File: src/hw/rtl/ccmf_pkg.sv
// Shared constants, codes and types for the cylinder cut momentum filter.
`timescale 1ns / 1ps

package ccmf_pkg;

  localparam int MAX_DIMS   = 4;
  localparam int COMP_W     = 19;
  localparam int ABS_W      = COMP_W;
  localparam int SQ_W       = 2 * ABS_W - 1;
  localparam int SQSUM_W    = SQ_W + 2;
  localparam int ASUM_W     = ABS_W + 2;
  localparam int LHS_W      = SQSUM_W + 2;
  localparam int DIMS_W     = 3;
  localparam int RAD_W      = 18;
  localparam int RSQ_W      = 2 * RAD_W;
  localparam int RHS_W      = RSQ_W + 2;
  localparam int CFG_IDX_W  = 8;
  localparam int CFG_DATA_W = RAD_W;

  localparam logic [CFG_IDX_W-1:0] CFG_ACTIVE_DIMS = CFG_IDX_W'(0);
  localparam logic [CFG_IDX_W-1:0] CFG_RADIUS      = CFG_IDX_W'(1);

  localparam logic [DIMS_W-1:0] DIMS_MAX = DIMS_W'(MAX_DIMS);
  localparam logic [DIMS_W-1:0] DIMS_MIN = DIMS_W'(1);
  localparam logic [DIMS_W-1:0] DIMS_RST = DIMS_W'(4);
  localparam logic [RAD_W-1:0]  RAD_RST  = RAD_W'(15729);
  localparam logic [RSQ_W-1:0]  RSQ_RST  = RSQ_W'(64'(RAD_RST) * 64'(RAD_RST));
  localparam logic [RHS_W-1:0]  RHS_RST  = RHS_W'(64'(DIMS_RST) * 64'(RSQ_RST));

  typedef logic [ABS_W-1:0] abs_t;
  typedef logic [SQ_W-1:0]  sq_t;

  typedef struct packed {
    logic [DIMS_W-1:0] n;
    logic [RHS_W-1:0]  rhs;
  } ccmf_cfg_t;

endpackage

File: src/hw/rtl/ccmf_if.sv
// Channel interfaces: momentum request, cut result and register write.
`timescale 1ns / 1ps

interface ccmf_mom_if
  import ccmf_pkg::*;
  ();
  logic                     valid;
  logic                     ready;
  logic signed [COMP_W-1:0] comp_0;
  logic signed [COMP_W-1:0] comp_1;
  logic signed [COMP_W-1:0] comp_2;
  logic signed [COMP_W-1:0] comp_3;
  modport source (output valid, comp_0, comp_1, comp_2, comp_3, input ready);
  modport sink (input valid, comp_0, comp_1, comp_2, comp_3, output ready);
endinterface

interface ccmf_res_if;
  logic valid;
  logic ready;
  logic passes_cut;
  modport source (output valid, passes_cut, input ready);
  modport sink (input valid, passes_cut, output ready);
endinterface


File: src/hw/rtl/ccmf_pipe.sv
// Five-stage pipeline: abs, squares, sums, distance term, compare.
`timescale 1ns / 1ps

module ccmf_pipe
  import ccmf_pkg::*;
(
  input  logic       clk,
  input  logic       rst,
  input  ccmf_cfg_t  cfg_in,
  ccmf_mom_if.sink   mom,
  ccmf_res_if.source res
);

  logic v1, v2, v3, v4, v5;
  logic en1, en2, en3, en4, en5;

  logic [DIMS_W-1:0]  n1, n2, n3;
  abs_t               abs1 [MAX_DIMS];
  sq_t                sq2 [MAX_DIMS];
  logic [ASUM_W-1:0]  asum2;
  logic [SQSUM_W-1:0] sqsum3;
  logic [LHS_W-1:0]   ssq3;
  logic [LHS_W-1:0]   lhs4;
  logic               pass5;

  logic signed [COMP_W-1:0] comp [MAX_DIMS];
  abs_t                     abs1_next [MAX_DIMS];

  always_comb begin
    en5 = !v5 || res.ready;
    en4 = !v4 || en5;
    en3 = !v3 || en4;
    en2 = !v2 || en3;
    en1 = !v1 || en2;
  end

  assign mom.ready = en1;

  assign comp[0] = mom.comp_0;
  assign comp[1] = mom.comp_1;
  assign comp[2] = mom.comp_2;
  assign comp[3] = mom.comp_3;

  always_comb begin
    for (int k = 0; k < MAX_DIMS; k++) begin
      if (DIMS_W'(k) < cfg_in.n) begin
        abs1_next[k] = comp[k][COMP_W-1] ? ABS_W'(~comp[k] + 1'b1) : ABS_W'(comp[k]);
      end else begin
        abs1_next[k] = '0;
      end
    end
  end

  always_ff @(posedge clk) begin
    if (rst) begin
      v1 <= 1'b0;
      v2 <= 1'b0;
      v3 <= 1'b0;
      v4 <= 1'b0;
      v5 <= 1'b0;
    end else begin
      if (en1) v1 <= mom.valid;
      if (en2) v2 <= v1;
      if (en3) v3 <= v2;
      if (en4) v4 <= v3;
      if (en5) v5 <= v4;
    end
  end

  always_ff @(posedge clk) begin
    if (en1) begin
      n1 <= cfg_in.n;
      for (int k = 0; k < MAX_DIMS; k++) begin
        abs1[k] <= abs1_next[k];
      end
    end
    if (en2) begin
      n2 <= n1;
      for (int k = 0; k < MAX_DIMS; k++) begin
        sq2[k] <= SQ_W'(SQ_W'(abs1[k]) * SQ_W'(abs1[k]));
      end
      asum2 <= ASUM_W'(abs1[0]) + ASUM_W'(abs1[1]) + ASUM_W'(abs1[2]) + ASUM_W'(abs1[3]);
    end
    if (en3) begin
      n3     <= n2;
      sqsum3 <= SQSUM_W'(sq2[0]) + SQSUM_W'(sq2[1]) + SQSUM_W'(sq2[2]) + SQSUM_W'(sq2[3]);
      ssq3   <= LHS_W'(asum2) * LHS_W'(asum2);
    end
    if (en4) begin
      lhs4 <= LHS_W'(n3) * LHS_W'(sqsum3) - ssq3;
    end
    if (en5) begin
      pass5 <= (lhs4 <= LHS_W'(cfg_in.rhs));
    end
  end

  assign res.valid      = v5;
  assign res.passes_cut = pass5;

`ifndef SYNTHESIS
  a_n_range: assert property (@(posedge clk) disable iff (rst)
    v1 |-> (n1 >= DIMS_MIN) && (n1 <= DIMS_MAX))
    else $error("dimension count out of range in stage 1");

  a_asum_bound: assert property (@(posedge clk) disable iff (rst)
    v2 |-> (asum2 <= (ASUM_W'(n2) << (ABS_W - 1))))
    else $error("absolute sum exceeds active dimension bound");

  a_cauchy: assert property (@(posedge clk) disable iff (rst)
    v3 |-> (LHS_W'(n3) * LHS_W'(sqsum3) >= ssq3))
    else $error("n*|q|^2 below s^2");

  a_hold: assert property (@(posedge clk) disable iff (rst)
    v5 && !res.ready |=> v5 && $stable(pass5))
    else $error("stalled result lost or changed");
`endif

endmodule

File: src/flat_wrapper.sv
// flat-port wrapper written by rule: the top's interface ports become plain ports
module ccmf_pipe_flat import ccmf_pkg::*;
  (clk, rst, cfg_in, mom_valid, mom_comp_0, mom_comp_1, mom_comp_2, mom_comp_3, mom_ready, res_valid, res_passes_cut, res_ready);
  ccmf_mom_if mom_i ();
  ccmf_res_if res_i ();
  input  logic clk;
  input  logic rst;
  input  ccmf_cfg_t cfg_in;
  input wire logic [$bits(mom_i.valid)-1:0] mom_valid;
  input wire logic [$bits(mom_i.comp_0)-1:0] mom_comp_0;
  input wire logic [$bits(mom_i.comp_1)-1:0] mom_comp_1;
  input wire logic [$bits(mom_i.comp_2)-1:0] mom_comp_2;
  input wire logic [$bits(mom_i.comp_3)-1:0] mom_comp_3;
  output wire logic [$bits(mom_i.ready)-1:0] mom_ready;
  output wire logic [$bits(res_i.valid)-1:0] res_valid;
  output wire logic [$bits(res_i.passes_cut)-1:0] res_passes_cut;
  input wire logic [$bits(res_i.ready)-1:0] res_ready;
  assign mom_i.valid = mom_valid;
  assign mom_i.comp_0 = mom_comp_0;
  assign mom_i.comp_1 = mom_comp_1;
  assign mom_i.comp_2 = mom_comp_2;
  assign mom_i.comp_3 = mom_comp_3;
  assign mom_ready = mom_i.ready;
  assign res_valid = res_i.valid;
  assign res_passes_cut = res_i.passes_cut;
  assign res_i.ready = res_ready;
  ccmf_pipe u_core (.clk(clk), .rst(rst), .cfg_in(cfg_in), .mom(mom_i), .res(res_i));
endmodule
File: config.mk
export PLATFORM = sky130hd
export DESIGN_NAME = ccmf_pipe_flat
export DESIGN_NICKNAME = d
export VERILOG_FILES = /design/src/hw/rtl/ccmf_pkg.sv /design/src/hw/rtl/ccmf_if.sv /design/src/hw/rtl/ccmf_pipe.sv /design/src/flat_wrapper.sv
export SDC_FILE = /design/constraint.sdc
export NUM_CORES = 2
export LEC_CHECK = 0
export BUFFER_PORTS_ARGS = -buffer_cell sky130_fd_sc_hd__buf_4
export CAP_MARGIN = 20
export CORE_ASPECT_RATIO = 0.5
export CORE_MARGIN = 2
export CORE_UTILIZATION = 61
export DETAILED_ROUTE_END_ITERATION = 8
export PLACE_DENSITY = 0.78
export RECOVER_POWER = 100
export SYNTH_ARGS = -nofsm -noshare
export SYNTH_HDL_FRONTEND = slang
export SYNTH_SLANG_ARGS = --single-unit
File: constraint.sdc
create_clock -name clk -period 9.1 [get_ports clk]
set_input_delay 1.365 -clock clk [delete_from_list [all_inputs] [get_ports clk]]
set_output_delay 1.365 -clock clk [all_outputs]
set_load 0.005 [all_outputs]
After elaboration in Yosys (flattened, before gate mapping). Memory sizes are Yosys's and may differ from the RTL's. Index checks and enable logic that the tools add are counted.

$add $sub $neg: 11. Multipliers: 6. $lt $le $gt $ge: 5. Muxes and demuxes: 12. Bitwise operators: 4. Reductions and logical operators: 10.

Operator list (count): $mux W19 (8); $mul A19 B19 Y37 (4); $add A39 B37 Y39 (2); $add A19 B1 Y19 const B (4); $not A19 Y19 (4); $add A21 B19 Y21 (2); $le A41 B38 Y1 (1); $mul A21 B21 Y41 (1); $mul A3 B39 Y41 (1); $sub A41 B41 Y41 (1); $add A37 B37 Y38 (1); $add A19 B19 Y20 (1); $lt A1 B3 Y1 const A (2); $lt A2 B3 Y1 const A (2); $logic_not A1 Y1 (5); $logic_or A1 B1 Y1 (5); $mux W1 (4).

Register bits: 157. RAM bits: 224. Output and inout bits: 3. Logic and storage cells: 63. Memories: 2.

Memory list: u_core.sq2 (words 4, bits a word 37, rd ports 4, clocked after memory_dff 0, wr ports 4, RTL line ccmf_pipe.sv:19) `sq_t sq2 [MAX_DIMS];`; u_core.abs1 (words 4, bits a word 19, rd ports 4, clocked after memory_dff 0, wr ports 4, RTL line ccmf_pipe.sv:18) `abs_t abs1 [MAX_DIMS];`.

Depth between registers and ports, before layout.
Depth after elaboration: 8. Depth in mapped cells: 27. Depth with buffers taken out: 26.

Worst setup path before layout. OpenSTA, ideal clock, no wires.

Kind: reg-to-reg. From: reg u_core.asum2[3]. To: reg u_core.ssq3[40], data pin. Library setup time: 259 ps. Arrival: 6660 ps. Data required time: 8841 ps. Path slack: 2181 ps. Cell stages (with the launch flop): 26. Path buffers: 2. Clock period less this slack: 6919 ps. Cell sequence: edfxtp_1 clkbuf_1 clkbuf_1 nand2_1 fa_1 inv_1 fa_1 inv_1 fa_1 inv_1 fa_1 fa_1 fa_1 inv_1 fa_1 inv_1 ha_1 a21oi_1 o21ai_0 a221oi_1 o21a_1 o211ai_1 a221o_1 a221o_1 a21oi_1 xnor2_1.

Word-level cells in the longest chain between the ends: 1.

Ends and longest elaborated chain: start, declared (RTL line ccmf_pipe.sv:20) `logic [ASUM_W-1:0] asum2;`; start signal, assigned (RTL line ccmf_pipe.sv:82) `asum2 <= ASUM_W'(abs1[0]) + ASUM_W'(abs1[1]) + ASUM_W'(abs1[2]) + ASUM_W'(abs1[3]);`; $mul A21 B21 Y41 (RTL line ccmf_pipe.sv:87) `ssq3 <= LHS_W'(asum2) * LHS_W'(asum2);`; end signal, assigned (RTL line ccmf_pipe.sv:87); end, declared (RTL line ccmf_pipe.sv:22) `logic [LHS_W-1:0] ssq3;`.

Every way passes these cells. A chain may end at the register's enable or synchronous reset.

==> results.py <==
metrics = {
    "cts": {
        "cts_hold_buffers": 0,
        "htreeDepth": 2,
        "cts_tree": "built",
        "cts_buffer_depth": 3,
        "clk_latency_ns": 0.65,
        "cts_root_buffer": "clkbuf_16",
        "clk_pin_slew_worst_paths_ns": 0.07,
        "cts-resized-gates": 0,
        "cts.sinks": 376,
        "cts_setup_buffers": 0,
        "cts_made_buffers": 42,
    },
    "finish": {
        "mostFrequentLayoutCell": "inv_1",
        "mostFrequentLayoutCells": "inv_1 (2149), fa_1 (1441), ha_1 (827)",
        "layout-drive-gt1-share_pct": 3.24,
        "fill_cells": 10000,
        "fin_nets": 10600,
        "multiInputGateArea_sq_um": 57700,
        "regArea_sq_um": 11200,
        "final_area_sq_um": 81800,
        "layout.cells.non_filler": 9986,
        "syn_to_final_growth_pct": 5.15,
    },
    "die": {
        "floorplan.die_area_sq_um": 131000,
        "rows": 92,
        "die_w_um": 509,
        "io_pins": 124,
        "core_area_sq_um": 126000,
        "start_util_pct": 61.6,
        "die_h_um": 257,
    },
    "yosys": {
        "synth_area_leader_cell": "fa_1",
        "syn_area_sq_um": 77800,
        "syn_area_per_cell_sq_um": 9.44,
        "synth_edf_count": 371,
        "syn_nets": 10600,
        "synth_cells": 8245,
        "synth_top_area_share_pct": 37.1,
        "synthTopCellsByArea": "fa_1 (37%), edfxtp_1 (14%), ha_1 (13%), inv_1 (10%), nand2_1 (3.4%)",
        "synth_warnings": 0,
        "synth-async-reset-ratio_pct": 0,
        "ys.flop_type": "edfxtp_1",
        "ys_seq_area_share_pct": 14.4,
        "synth_cell_types": 76,
        "ys_seq_elements": 376,
    },
    "timing": {
        "setup_viol": 0,
        "fmax_ghz": 0.122,
        "rsz0062_at_grt": "no",
        "period_needed_ns": 8.18,
        "slew_violations": 497,
        "fin_crit_sh_pct": 89.9,
        "tightest_slew_ns": 4.31,
        "relSlewSlack_pct": -187,
        "hold_ws_ns": 0.421,
        "hold_viol_final": 0,
        "fin_skew_ns": 0.0310,
        "tns_ns": 0,
    },
    "grt": {
        "first_global_vias": 58200,
        "grt_pass1_wl_mm": 306,
        "grt-ovfl-total": 0,
        "grt.total_usage_pct": 30.0,
        "grt_max_degree": 83,
        "grt_antenna_before_repair": 10,
    },
    "setup_path": {
        "r2r-end": "u_core.sq2[3][35]",
        "slowest_stage": "o21ai_0",
        "cp-start-kind": "register",
        "crit_chain": "clkinv_1 > nor2_1 > fa_1 > fa_1 > fa_1 > fa_1 > inv_1 > fa_1 > fa_1 > inv_1 > ha_1 > and3_1 > nand3_1 > o21ai_0 > a211oi_1 > nor4b_1 > a211oi_4 > mux2i_1 > or4_1",
        "cp.arrival_ns": 8.56,
        "crit_type": "reg -> reg",
        "critPathTopFamily": "adder cells",
        "cp_max_fo": 13,
        "path_buf_inv": 3,
        "crit_path_end_kind": "register",
        "cp.required_ns": 9.48,
        "rr_worst_depth": 19,
        "r2r-start": "u_core.abs1[3][3]",
        "ff2ff_setup_slack_ns": 0.92,
        "slowest_delay_ns": 0.72,
        "crit_top_cell": "fa_1",
    },
    "worst_hold_path": {
        "hold_depth": 0,
        "whs_endpoint": "u_core.n3[1]",
        "min_from": "u_core.n2[1]",
        "worstHoldPathType": "reg -> reg",
    },
    "detailed_routing": {
        "wl_per_cell_um": 18.9,
        "vias": 55400,
        "drc": 0,
        "drtPass1Iterations": 6,
        "drt_iter0_drc": 4286,
        "ant_nets": 0,
        "viasPerCell": 5.54,
        "drt_wl_total_mm": 189,
    },
    "placement": {
        "dpl.cell_count": 9905,
        "io_buffer_count": 123,
        "dpl_cell_area_sq_um": 80500,
        "post-dp-hpwl_mm": 159,
        "gp_congestion": 0.996,
    },
    "run_status": {
        "violations": "capacitance limit, slew limit",
        "status": "finished with violations",
    },
    "job": {
        "max-cap-violations": 12,
    },
}
[cells in the mapped netlist (6+ instances only)]
cell	instances
o2111ai_1	7
a221o_1	7
a2111oi_0	9
nor2_1	460
nand4_1	39
and3_1	50
a31oi_1	32
o21a_1	46
a21boi_0	7
edfxtp_1	371
nor4_1	12
a31o_2	6
and2_1	315
o211ai_1	16
mux2i_1	9
nand2b_1	30
a21o_1	178
or2_2	28
xor2_1	166
xnor2_1	234
a21oi_1	285
inv_2	8
o41ai_1	11
nand3_1	71
a211oi_1	26
or3_1	24
o31ai_1	28
clkbuf_1	193
nand2_1	702
or4_1	10
and4_1	7
clkinv_1	9
a41oi_1	7
a221oi_1	11
inv_1	2150
o21bai_1	46
ha_1	827
nor2b_1	59
o21ai_0	170
nor3_1	60
fa_1	1441
[cell families (layout without fill, tap and decap cells)]
family                     Yosys count  count (layout)  share of synthesized area (%)
buffers and inverters             2362            2408                           11.4
adders and majority gates         2268            2268                           50.4
and+or+nand+nor                   1888            1888                           11.3
AOI/OAI and AO/OA                  935             935                           7.75
xor gates and xnor gates           400             400                           4.50
DFF                                376             376                           14.4
muxes                               14              14                          0.188
other                                2               5                        0.00965
[layout make-up]
type                    instances  area share, %
repair buffers                163           1.39
well taps                    1692           2.59
flip-flops and latches        376           13.7
multi-input cells            5507           70.5
clock buffers                  46           1.32
inverters                    2167           9.94
diodes                          3        0.00918
clock inverters                32          0.509
[state kept, by name, indices dropped and copies added (netlist names), 3 cells and up]
register	count
u_core.n3	3
u_core.asum2	21
u_core.sqsum3	39
u_core.n1	3
u_core.n2	3
u_core.sq2	144
u_core.abs1	76
u_core.ssq3	40
u_core.lhs4	41
[layer usage]
metal  track usage, %  routed length (um)
met2             47.3               84800
met5                0                  13
met3             8.92               21500
met4             7.32                5080
met1             40.8               77300
[worst max-delay path by stage]
| stage | cells after the start | start | slack (ns) | end |
|---|---|---|---|---|
| 5_1_grt | 19 | u_core.abs1[3][3] | 0.44 | u_core.sq2[3][35] |
| 4_1_cts | 22 | u_core.abs1[2][6] | 1.29 | u_core.sq2[2][32] |
| 3_3_place_gp | 25 | u_core.asum2[8] | 1.42 | u_core.ssq3[40] |
| 2_1_floorplan | 25 | u_core.asum2[3] | 2.18 | u_core.ssq3[40] |
| 6_report | 19 | u_core.abs1[3][3] | 0.92 | u_core.sq2[3][35] |
| 3_5_place_dp | 22 | u_core.abs1[2][6] | 1.30 | u_core.sq2[2][32] |
[worst register-to-register path, cell delays in order (launching register included)]
cell and delay, ns:
edfxtp_1 0.66, clkinv_1 0.60, nor2_1 0.47, fa_1 0.48, fa_1 0.54, fa_1 0.44, fa_1 0.52, inv_1 0.05
fa_1 0.48, fa_1 0.49, inv_1 0.04, ha_1 0.33, and3_1 0.20, nand3_1 0.08, o21ai_0 0.72, a211oi_1 0.28
nor4b_1 0.71, a211oi_4 0.14, mux2i_1 0.15, or4_1 0.53
[stage by stage]
step / setup slack [ns] / util (%)
3_5_place_dp: 1.30 / 63.7
2_1_floorplan: 2.18 / -
4_1_cts: 1.29 / 64.9
3_3_place_gp: 1.42 / 63.7
6_report: 0.917 / 64.8
5_1_grt: 0.439 / 64.8
Power is left out: the tool's default activity adds up to more than one toggle a clock period on the data nets, which glitch-free logic cannot reach.
