===== src/hw/rtl/ccmf_pkg.sv =====
// Shared constants, codes and types for the cylinder cut momentum filter.
`timescale 1ns / 1ps

package ccmf_pkg;

  localparam int MAX_DIMS   = 4;
  localparam int COMP_W     = 19;
  localparam int ABS_W      = COMP_W;
  localparam int SQ_W       = 2 * ABS_W - 1;
  localparam int SQSUM_W    = SQ_W + 2;
  localparam int ASUM_W     = ABS_W + 2;
  localparam int LHS_W      = SQSUM_W + 2;
  localparam int DIMS_W     = 3;
  localparam int RAD_W      = 18;
  localparam int RSQ_W      = 2 * RAD_W;
  localparam int RHS_W      = RSQ_W + 2;
  localparam int CFG_IDX_W  = 8;
  localparam int CFG_DATA_W = RAD_W;

  localparam logic [CFG_IDX_W-1:0] CFG_ACTIVE_DIMS = CFG_IDX_W'(0);
  localparam logic [CFG_IDX_W-1:0] CFG_RADIUS      = CFG_IDX_W'(1);

  localparam logic [DIMS_W-1:0] DIMS_MAX = DIMS_W'(MAX_DIMS);
  localparam logic [DIMS_W-1:0] DIMS_MIN = DIMS_W'(1);
  localparam logic [DIMS_W-1:0] DIMS_RST = DIMS_W'(4);
  localparam logic [RAD_W-1:0]  RAD_RST  = RAD_W'(15729);
  localparam logic [RSQ_W-1:0]  RSQ_RST  = RSQ_W'(64'(RAD_RST) * 64'(RAD_RST));
  localparam logic [RHS_W-1:0]  RHS_RST  = RHS_W'(64'(DIMS_RST) * 64'(RSQ_RST));

  typedef logic [ABS_W-1:0] abs_t;
  typedef logic [SQ_W-1:0]  sq_t;

  typedef struct packed {
    logic [DIMS_W-1:0] n;
    logic [RHS_W-1:0]  rhs;
  } ccmf_cfg_t;

endpackage


===== src/hw/rtl/ccmf_if.sv =====


interface ccmf_cfg_if
  import ccmf_pkg::*;
  ();
  logic                  valid;
  logic                  ready;
  logic [CFG_IDX_W-1:0]  index;
  logic [CFG_DATA_W-1:0] data;
  modport source (output valid, index, data, input ready);
  modport sink (input valid, index, data, output ready);
endinterface


===== src/hw/rtl/ccmf_cfg.sv =====
// Configuration registers and precomputed right-hand side n*w^2.
`timescale 1ns / 1ps

module ccmf_cfg
  import ccmf_pkg::*;
(
  input  logic       clk,
  input  logic       rst,
  ccmf_cfg_if.sink   cfg,
  output ccmf_cfg_t  cfg_out
);

  logic [DIMS_W-1:0] active_dims;
  logic [RAD_W-1:0]  cylinder_radius;
  logic [RSQ_W-1:0]  rad_sq;
  logic [RHS_W-1:0]  rhs;
  logic [DIMS_W-1:0] n_clamp;

  assign cfg.ready = 1'b1;

  always_comb begin
    priority if (active_dims < DIMS_MIN) begin
      n_clamp = DIMS_MIN;
    end else if (active_dims > DIMS_MAX) begin
      n_clamp = DIMS_MAX;
    end else begin
      n_clamp = active_dims;
    end
  end

  always_ff @(posedge clk) begin
    if (rst) begin
      active_dims     <= DIMS_RST;
      cylinder_radius <= RAD_RST;
      rad_sq          <= RSQ_RST;
      rhs             <= RHS_RST;
    end else begin
      if (cfg.valid && cfg.ready) begin
        if (cfg.index == CFG_ACTIVE_DIMS) begin
          active_dims <= cfg.data[DIMS_W-1:0];
        end else if (cfg.index == CFG_RADIUS) begin
          cylinder_radius <= cfg.data[RAD_W-1:0];
        end
      end
      rad_sq <= RSQ_W'(cylinder_radius) * RSQ_W'(cylinder_radius);
      rhs    <= RHS_W'(n_clamp) * RHS_W'(rad_sq);
    end
  end

  assign cfg_out.n   = n_clamp;
  assign cfg_out.rhs = rhs;

endmodule


===== src/flat_wrapper.sv =====
// flat-port wrapper written by rule: the top's interface ports become plain ports
module ccmf_cfg_flat import ccmf_pkg::*;
  (clk, rst, cfg_out, cfg_valid, cfg_index, cfg_data, cfg_ready);
  ccmf_cfg_if cfg_i ();
  input  logic clk;
  input  logic rst;
  output ccmf_cfg_t cfg_out;
  input wire logic [$bits(cfg_i.valid)-1:0] cfg_valid;
  input wire logic [$bits(cfg_i.index)-1:0] cfg_index;
  input wire logic [$bits(cfg_i.data)-1:0] cfg_data;
  output wire logic [$bits(cfg_i.ready)-1:0] cfg_ready;
  assign cfg_i.valid = cfg_valid;
  assign cfg_i.index = cfg_index;
  assign cfg_i.data = cfg_data;
  assign cfg_ready = cfg_i.ready;
  ccmf_cfg u_core (.clk(clk), .rst(rst), .cfg(cfg_i), .cfg_out(cfg_out));
endmodule

===== config.mk =====
export PLATFORM = sky130hd
export DESIGN_NAME = ccmf_cfg_flat
export DESIGN_NICKNAME = d
export VERILOG_FILES = /design/src/hw/rtl/ccmf_pkg.sv /design/src/hw/rtl/ccmf_if.sv /design/src/hw/rtl/ccmf_cfg.sv /design/src/flat_wrapper.sv
export SDC_FILE = /design/constraint.sdc
export NUM_CORES = 1
export LEC_CHECK = 0
export BUFFER_PORTS_ARGS = -buffer_cell sky130_fd_sc_hd__buf_2
export CAP_MARGIN = 5
export CORE_ASPECT_RATIO = 1.25
export CORE_MARGIN = 1.5
export CORE_UTILIZATION = 67
export CTS_BUF_LIST = sky130_fd_sc_hd__clkbuf_16
export DETAILED_ROUTE_END_ITERATION = 6
export PLACE_DENSITY_LB_ADDON = 0.3
export SLEW_MARGIN = 20
export SYNTH_ARGS = -nofsm -noshare
export SYNTH_HDL_FRONTEND = slang
export SYNTH_SLANG_ARGS = --single-unit

===== constraint.sdc =====
create_clock -name clk -period 19 [get_ports clk]
set_clock_uncertainty 0.05 [all_clocks]
set_input_delay 2.85 -clock clk [delete_from_list [all_inputs] [get_ports clk]]
set_output_delay 2.85 -clock clk [all_outputs]
set_load 0.1 [all_outputs]

; Word-level counts from Yosys, hierarchy flattened
; Index checks and enable logic that the tools add are counted.
[classes]
magnitude_cmp = 2
muxes = 2
n_reduce_logical = 3
n_eq_ne = 1
n_bitwise = 1
multipliers = 2
[op_table]
columns = operator, n
row1 = $mul A3 B36 Y38, 1
row2 = $mul A18 B18 Y36, 1
row3 = $eq A8 B1 Y1 const B, 1
row4 = $logic_not A8 Y1, 1
row5 = $mux W3, 2
row6 = $gt A3 B3 Y1 const B, 1
row7 = $lt A3 B1 Y1 const B, 1
row8 = $reduce_and A3 Y1, 1
row9 = $reduce_and A2 Y1, 1
row10 = $not A1 Y1, 1
[totals]
ff_bits = 95
in_bits = 29
out_inout_bits = 42

; Depth between registers and ports, before layout
; Gate-level depths: netlist of the first run.
[depth]
depth_word = 4
mapped_depth = 25

; Worst setup path before layout of the first run
; Ideal clock, no wire load.
[synth_timing]
kind = register to register
startpoint = reg u_core.cylinder_radius[3]
endpoint = reg u_core.rad_sq[35]
setup_ns = 0.131
path_slack_ns = 12.838
path_buffers = 1
arrival_ns = 5.981
stages_incl_launch_ff = 23
cell_sequence = dfxtp_1 > clkbuf_1 > nand2_1 > fa_1 > inv_1 > fa_1 > inv_1 > fa_1 > fa_1 > inv_1 > fa_1 > inv_1 > fa_1 > inv_1 > ha_1 > and4_1 > o2bb2ai_1 > a31o_2 > o211ai_1 > a2111oi_0 > nor2_1 > o311ai_0 > o21ai_1
[synth_between]
elab_chain_cells = 1
[synth_lines]
columns = element, line_no
row1 = from (decl), ccmf_cfg.sv:14  ; logic [RAD_W-1:0] cylinder_radius;
row2 = from (signal assigned), ccmf_cfg.sv:42  ; cylinder_radius <= cfg.data[RAD_W-1:0];
row3 = $mul A18 B18 Y36, ccmf_cfg.sv:45  ; rad_sq <= RSQ_W'(cylinder_radius) * RSQ_W'(cylinder_radius);
row4 = to (signal assigned), ccmf_cfg.sv:45
row5 = to (decl), ccmf_cfg.sv:15  ; logic [RSQ_W-1:0] rad_sq;
; Every way passes these cells.
; A chain may end at the register's enable or synchronous reset.

; Worst setup path in the final report of the first run
[layout_timing]
startpoint = reg u_core.cylinder_radius[5]
endpoint = reg u_core.rad_sq[35]
; The elaborated chain is that of the path after synthesis.

==> results of run 1 <==
==> cells by family after synthesis <==
group | share of synthesized area
and+or+nand+nor | 0.157
buffers and inverters | 0.116
adders and majority gates | 0.452
AOI/OAI and AO/OA | 0.101
DFF | 0.123
xor gates and xnor gates | 0.0281
muxes | 0.0210
other | 0.000492
==> power by group through the flow <==
stage,combinational (uW),clock [uW],sequential [uW]
3_3_place_gp,165,0,218
2_1_floorplan,109,0,245
6_report,171,180,213
3_5_place_dp,169,0,218
5_1_grt,189,190,215
4_1_cts,171,183,213
==> flip-flops by register name, summed over array words and instances (netlist names) <==
register	flops
u_core.rhs	38
u_core.rad_sq	35
u_core.cylinder_radius	18
u_core.active_dims	3
==> layout make-up <==
class                   count  share of cell area
multi-input cells        1233               0.724
flip-flops and latches     94               0.117
inverters                 405              0.0948
repair buffers             75              0.0243
well taps                 283              0.0221
clock buffers               9              0.0140
clock inverters             7             0.00374
==> worst max-delay path by stage <==
stage	from	to	slack [ns]	cells after the start
global route	u_core.cylinder_radius[5]	u_core.rad_sq[35]	11.60	22
detailed placement	u_core.cylinder_radius[5]	u_core.rad_sq[35]	11.99	22
global placement	u_core.cylinder_radius[8]	u_core.rad_sq[35]	12.19	22
floorplan	u_core.cylinder_radius[3]	u_core.rad_sq[35]	12.84	22
CTS	u_core.cylinder_radius[5]	u_core.rad_sq[35]	12.00	22
finish	u_core.cylinder_radius[5]	u_core.rad_sq[35]	11.99	22
==> metrics by stage <==
stage	hold slack [ns]	cell area, um2	setup slack [ns]	utilization	instances
3_5_place_dp	0.460	15800	11.99	0.707	2090
3_3_place_gp	0.427	15800	12.19	0.707	2090
4_1_cts	0.473	16000	12.00	0.720	2106
6_report	0.475	16000	11.99	0.720	2106
5_1_grt	0.490	16000	11.60	0.720	2106
2_1_floorplan	0.409	15300	12.84	-	1799
==> tightest hold or removal path: stages, from the launching register on <==
cell and delay [ns]:
dfxtp_1 0.34, mux2i_1 0.07, nor2_1 0.08
==> cell usage after synthesis (all sizes together) (23+ instances only) <==
master | n | area [um2]
inv | 405 | 1520
nand2 | 261 | 980
fa | 251 | 5020
ha | 150 | 1880
dfxtp | 94 | 1880
nor2 | 79 | 297
and2 | 71 | 444
a21oi | 66 | 338
clkbuf | 62 | 233
o21ai | 42 | 210
a21o | 40 | 300
xnor2 | 27 | 236
nor2b | 26 | 163
mux2i | 23 | 230
==> layer usage <==
layer,share of wire,vias up
met3,0.051,85
li1,-,5578
met4,0.038,0
met5,0,-
met2,0.51,373
met1,0.40,5611
==> layout by cell type (no fill, tap or decap), types with 27 or more instances in the layout <==
| cell type | count |
|---|---|
| fa_1 | 251 |
| dfxtp_1 | 94 |
| and2_1 | 71 |
| buf_2 | 69 |
| a21o_1 | 40 |
| xnor2_1 | 27 |
| nor2_1 | 79 |
| inv_1 | 405 |
| a21oi_1 | 63 |
| nand2_1 | 261 |
| ha_1 | 150 |
==> flow_summary.yaml, run 1 <==
outcome:
  outcome: "complete, no violations"
sta:
  fmax_ghz: 0.143
  rsz0062_at_grt: "false"
  finalCritPeriodShare: 0.369
  relSlewSlack: 0.230
  finalHoldViolCount: 0
  period_minus_slack_ns: 7.01
  finalSetupViolCount: 0
  tns_ns: 0
  slew_viol_final: 0
  tightest_slew_ns: 1.13
clocking:
  cts_setup_buffers: 0
  cts_resized: 0
  htreeDepth: 3
  ctsRootBufferMaster: "clkbuf_16"
  cts_tree: "yes"
  cts_inserted_buffers: 9
  cts_buffer_depth: 2
  hold_buffers: 0
  worstSkewPairLatency_ns: 0.36
  cts.sinks: 94
  clk_pin_slew_ns: 0.08
pwr:
  irDropWorstVdd_v: 0.0000526
  p_int_uw: 358
  power_frac_comb: 0.304
  powerDensity_nw_per_um2: 35.2
  p_sw_uw: 207
  p_leak_uw: 0.00873
  p_seq_frac: 0.378
  fin_total_pwr_uw: 565
  swShare: 0.366
  clkPwrFrac: 0.319
setup_path:
  worst-setup-path-type: "reg2reg"
  slowest_delay_ns: 0.78
  regToRegSetupSlack_ns: 11.99
  cp_top_family: "adder cells"
  worstPathMaxFanout: 19
  required_ns: 19.19
  worstPathCellList: "and2_1, inv_1, fa_1, inv_1, fa_1, inv_1, fa_1, inv_1, fa_1, fa_1, inv_1, fa_1, inv_1, ha_1, and4_1, o2bb2ai_1, a31o_2, o211ai_1, a2111oi_0, nor2_1, o311ai_0, o21ai_1"
  cp_num_buf_inv: 6
  slowest_stage: "dfxtp_1"
  r2r-end: "u_core.rad_sq[35]"
  cp-end-kind: "flop"
  rr_worst_depth: 22
  start_kind: "flop"
  cp.arrival_ns: 7.20
  reg2reg_from: "u_core.cylinder_radius[5]"
grt:
  grt_max_degree: 63
  grtUsageMet1: 0.356
  grtUsageTotal: 0.298
  antenna_found_initial: 0
  grt_overflow: 0
  grt_pass1_wl_mm: 55.4
  grtUsageMet3: 0.0351
  busiest_layer: "met2"
  use_met2: 0.542
  grt_pass1_vias: 12200
routing:
  wl_mm: 32.8
  viasPerCell: 5.53
  drc: 0
  num_vias: 11600
  drt_pass1_iterations: 5
  drtIter0Drc: 589
  antenna_left: 0
  wl_per_cell_um: 15.6
synth:
  ys_seq_elements: 94
  syn_area_um2: 15300
  ys_types: 70
  synthArstFlopShare: 0
  avgSynthCellArea_um2: 8.49
  synth-edff-count: 0
  ys_seq_area_frac: 0.123
  yosysWarningCount: 0
  synthCells: 1798
  synth_ff_type: "dfxtp_1"
die:
  dieArea_um2: 23700
  start_util: 0.685
  die_w_um: 138
  placementRows: 61
  die_y_um: 172
  core_region_area_um2: 22300
  num_io_pins: 71
hold_path:
  hold_path_end: "u_core.active_dims[0]"
  min_path_cells: 2
  min-delay-path-class: "reg2reg"
  min_from: "u_core.active_dims[0]"
cells_and_area:
  regArea_um2: 1880
  drive_above_1_share: 0.0603
  nFillCells: 1694
  multiInputGateArea_um2: 11600
  nets: 2248
  n_antenna_cell: 0
  syn_to_final_growth_pct: 5.14
place:
  gp_congestion: 0.889
  dpl.hpwl_mm: 26.7
  io_buffers: 69
run:
  maxCapViolCount: 0
(Power assumes the default switching activity.)
==> run 2, diff against run 1 <==
--- a/config.mk
+++ b/config.mk
@@ -5,11 +5,12 @@
 export SDC_FILE = /design/constraint.sdc
 export NUM_CORES = 1
 export LEC_CHECK = 0
+export ABC_AREA = 1
 export BUFFER_PORTS_ARGS = -buffer_cell sky130_fd_sc_hd__buf_2
 export CAP_MARGIN = 5
 export CORE_ASPECT_RATIO = 1.25
 export CORE_MARGIN = 1.5
-export CORE_UTILIZATION = 67
+export CORE_UTILIZATION = 59
 export CTS_BUF_LIST = sky130_fd_sc_hd__clkbuf_16
 export DETAILED_ROUTE_END_ITERATION = 6
 export PLACE_DENSITY_LB_ADDON = 0.3
==> constraint.sdc (replaced) <==
create_clock -name clk -period 5.74 [get_ports clk]
set_clock_uncertainty 0.05 [all_clocks]
set_input_delay 0.861 -clock clk [delete_from_list [all_inputs] [get_ports clk]]
set_output_delay 0.861 -clock clk [all_outputs]
set_load 0.1 [all_outputs]
==> run 2 against run 1 <==
  * Die area increased by 20%
  * Register-to-register slack got worse by 12 ns
  * Count of clock-buffer cells in the layout unchanged
  * Combinational power increased to 5.8 times the previous value
  * Area after synthesis increased by 5.8%
  * Global-route usage decreased by 1.9 points
  * Cell count increased by 27%
  * Sequential share of layout area decreased by 0.75 points
  * Largest cell class unchanged
  * Highest routed layer unchanged
==> flow_summary.yaml, run 2 <==
synth:
  synth_area_leader_cell: "fa_1"
  synthArstFlopShare: 0
  synth_ff_type: "dfxtp_1"
  synth-edff-count: 0
  synth_area_leaders: "fa_1 31%, inv_1 15%, nand2_1 14%, dfxtp_1 12%, ha_1 12%"
  avgSynthCellArea_um2: 7.12
  yosysWarningCount: 0
  synth.most_common_cell: "inv_1"
  synth_top_area_frac: 0.311
  syn_area_um2: 16100
  ys_top_cells_by_count: "629 x inv_1, 589 x nand2_1, 251 x fa_1"
  ys_seq_elements: 94
  ys_types: 40
  synthCells: 2267
  ys_seq_area_frac: 0.117
setup_path:
  cp.arrival_ns: 5.68
  rr_worst_depth: 22
  worstPathMaxFanout: 11
  slowest_stage: "fa_1"
  cp_top_family: "adder cells"
  start_kind: "flop"
  required_ns: 5.93
  slowest_delay_ns: 0.55
  cp_num_buf_inv: 7
  cp-end-kind: "flop"
  worstPathCellList: "buf_4, nand2_1, inv_1, fa_1, inv_1, fa_1, fa_1, fa_1, inv_1, fa_1, inv_1, fa_1, inv_1, ha_4, nand2_1, inv_1, nand2_1, o21bai_1, nand3b_1, nand2_1, a21oi_1, nor2_1"
  cp_num_cells: 22
  worst-setup-path-type: "reg2reg"
cells_and_area:
  mostFrequentLayoutCells: "628 x inv_1, 587 x nand2_1, 251 x fa_1"
  final_common_cell: "inv_1"
  top_regs: "u_core.rhs (38), u_core.rad_sq (35), u_core.cylinder_radius (18)"
  regArea_um2: 1910
  top_register: "u_core.rhs"
  nets: 2763
  drive_above_1_share: 0.0856
  multiInputGateArea_um2: 11700
  largest_reg_flops: 38
  nFillCells: 2377
  syn_to_final_growth_pct: 7.57
  n_antenna_cell: 0
pwr:
  p_sw_uw: 1030
  fin_total_pwr_uw: 2320
  p_int_uw: 1290
  p_leak_uw: 0.0103
  powerDensity_nw_per_um2: 134
  swShare: 0.443
  irDropWorstVdd_v: 0.000152
  clkPwrFrac: 0.250
  p_seq_frac: 0.318
  power_frac_comb: 0.432
hold_path:
  min-delay-path-class: "reg2reg"
  min_path_cells: 2
die:
  dieArea_um2: 28400
  die_y_um: 188
  start_util: 0.602
  die_w_um: 151
  num_io_pins: 71
  placementRows: 67
  core_region_area_um2: 26800
routing:
  wl_mm: 37.4
  viasPerCell: 5.09
  antenna_left: 0
  drtIter0Drc: 554
  drc: 0
  wl_per_cell_um: 13.9
  num_vias: 13700
  drt_pass1_iterations: 6
sta:
  period_minus_slack_ns: 5.49
  finalCritPeriodShare: 0.957
  finalSetupViolCount: 0
  finalHoldViolCount: 0
  hold-worst-slack_ns: 0.423
  fmax_ghz: 0.182
  finalWorstSetupSlack_ns: 0.248
  relSlewSlack: 0.474
  slew_viol_final: 0
  rsz0062_at_grt: "true"
  tightest_slew_ns: 0.788
clocking:
  ctsRootBufferMaster: "clkbuf_16"
  worstSkewPairLatency_ns: 0.37
  cts_inserted_buffers: 9
  hold_buffers: 0
  clk_pin_slew_ns: 0.08
  cts_buffer_depth: 2
  cts_tree: "yes"
  htreeDepth: 3
  cts.sinks: 94
grt:
  grt_max_degree: 40
  grt_pass1_vias: 14000
  grt_overflow: 0
  grtUsageTotal: 0.278
  grt_pass1_wl_mm: 63.0
  antenna_found_initial: 0
place:
  gp_congestion: 0.966
  io_buffers: 69
  pre_cts_slack_ns: 0.0310
  dpl.hpwl_mm: 31.9
outcome:
  outcome: "complete, no violations"
run:
  maxCapViolCount: 0
run 2: cell types whose count changed after synthesis, moves of 26 or more:
cell / before / now
o21ai_0: 25 / 57
nand3_1: 21 / 72
inv_1: 405 / 629
a21oi_1: 64 / 110
and2_1: 71 / 0
a21o_1: 40 / 2
nand2_1: 261 / 589
nor2_1: 79 / 137
nor2b_1: 26 / 0
run 2: area by class of cell:
type | count | share of cell area
clock buffer | 9 | 0.0130
clock inverter | 6 | 0.00231
inverter | 631 | 0.136
multi-input combinational | 1482 | 0.673
sequential | 94 | 0.110
tap | 345 | 0.0249
timing repair buffer | 115 | 0.0407
run 2: cells by family (layout without fill, tap and decap cells):
family          Yosys count  count (layout)  share of synthesized area
xor+xnor                 18              18                    0.00977
compound gates          191             191                     0.0627
simple gates            869             869                      0.221
buf+inv                 692             761                      0.162
fa+ha+maj               401             401                      0.428
other cells               2               3                   0.000465
flops                    94              94                      0.117
run 2: final timing paths:
check / slack [ns] / from / to
setup / recovery: 0.25 / u_core.cylinder_radius[5] / u_core.rad_sq[30]
hold / removal: 0.42 / u_core.rad_sq[0] / u_core.rhs[0]
setup reg to reg: 0.25 / u_core.cylinder_radius[5] / u_core.rad_sq[30]
hold reg to reg: 0.42 / u_core.rad_sq[0] / u_core.rhs[0]
run 2: worst register-to-register path, cell delays in order (launching register included):
cell and delay [ns]:
dfxtp_2 0.40, buf_4 0.21, nand2_1 0.07, inv_1 0.08, fa_1 0.55, inv_1 0.06, fa_1 0.45, fa_1 0.52
fa_1 0.55, inv_1 0.05, fa_1 0.47, inv_1 0.05, fa_1 0.47, inv_1 0.06, ha_4 0.29, nand2_1 0.08
inv_1 0.11, nand2_1 0.08, o21bai_1 0.17, nand3b_1 0.21, nand2_1 0.12, a21oi_1 0.20, nor2_1 0.09
run 2: repair_timing:
action | CTS | global route
gates resized for setup | 1 | 22
setup buffers | 0 | 0
setup endpoints to repair | 2 | 22
pin swaps | 0 | 1
run 2: stage by stage:
stage | setup TNS (ns) | cell area [um2] | util | instances
floorplan | 0 | 16100 | - | 2268
global placement | 0 | 17000 | 0.635 | 2667
detailed placement | 0 | 17000 | 0.635 | 2667
CTS | 0 | 17300 | 0.645 | 2682
global route | -0.0234 | 17400 | 0.647 | 2682
finish | 0 | 17400 | 0.647 | 2682
run 2: per-layer routing:
| metal | share of wire | track usage | vias to the layer above |
|---|---|---|---|
| met5 | 0 | 0 | - |
| met4 | 0.039 | 0.112 | 0 |
| met3 | 0.039 | 0.0255 | 106 |
| met2 | 0.52 | 0.515 | 373 |
| met1 | 0.40 | 0.324 | 6423 |
| li1 | - | - | 6751 |
run 2: power groups by stage:
| stage | Clock [uW] | Sequential [uW] | Combinational (uW) |
|---|---|---|---|
| floorplan | 0 | 895 | 612 |
| global placement | 0 | 752 | 967 |
| detailed placement | 0 | 754 | 979 |
| CTS | 591 | 739 | 986 |
| global route | 609 | 747 | 1130 |
| finish | 580 | 738 | 1000 |
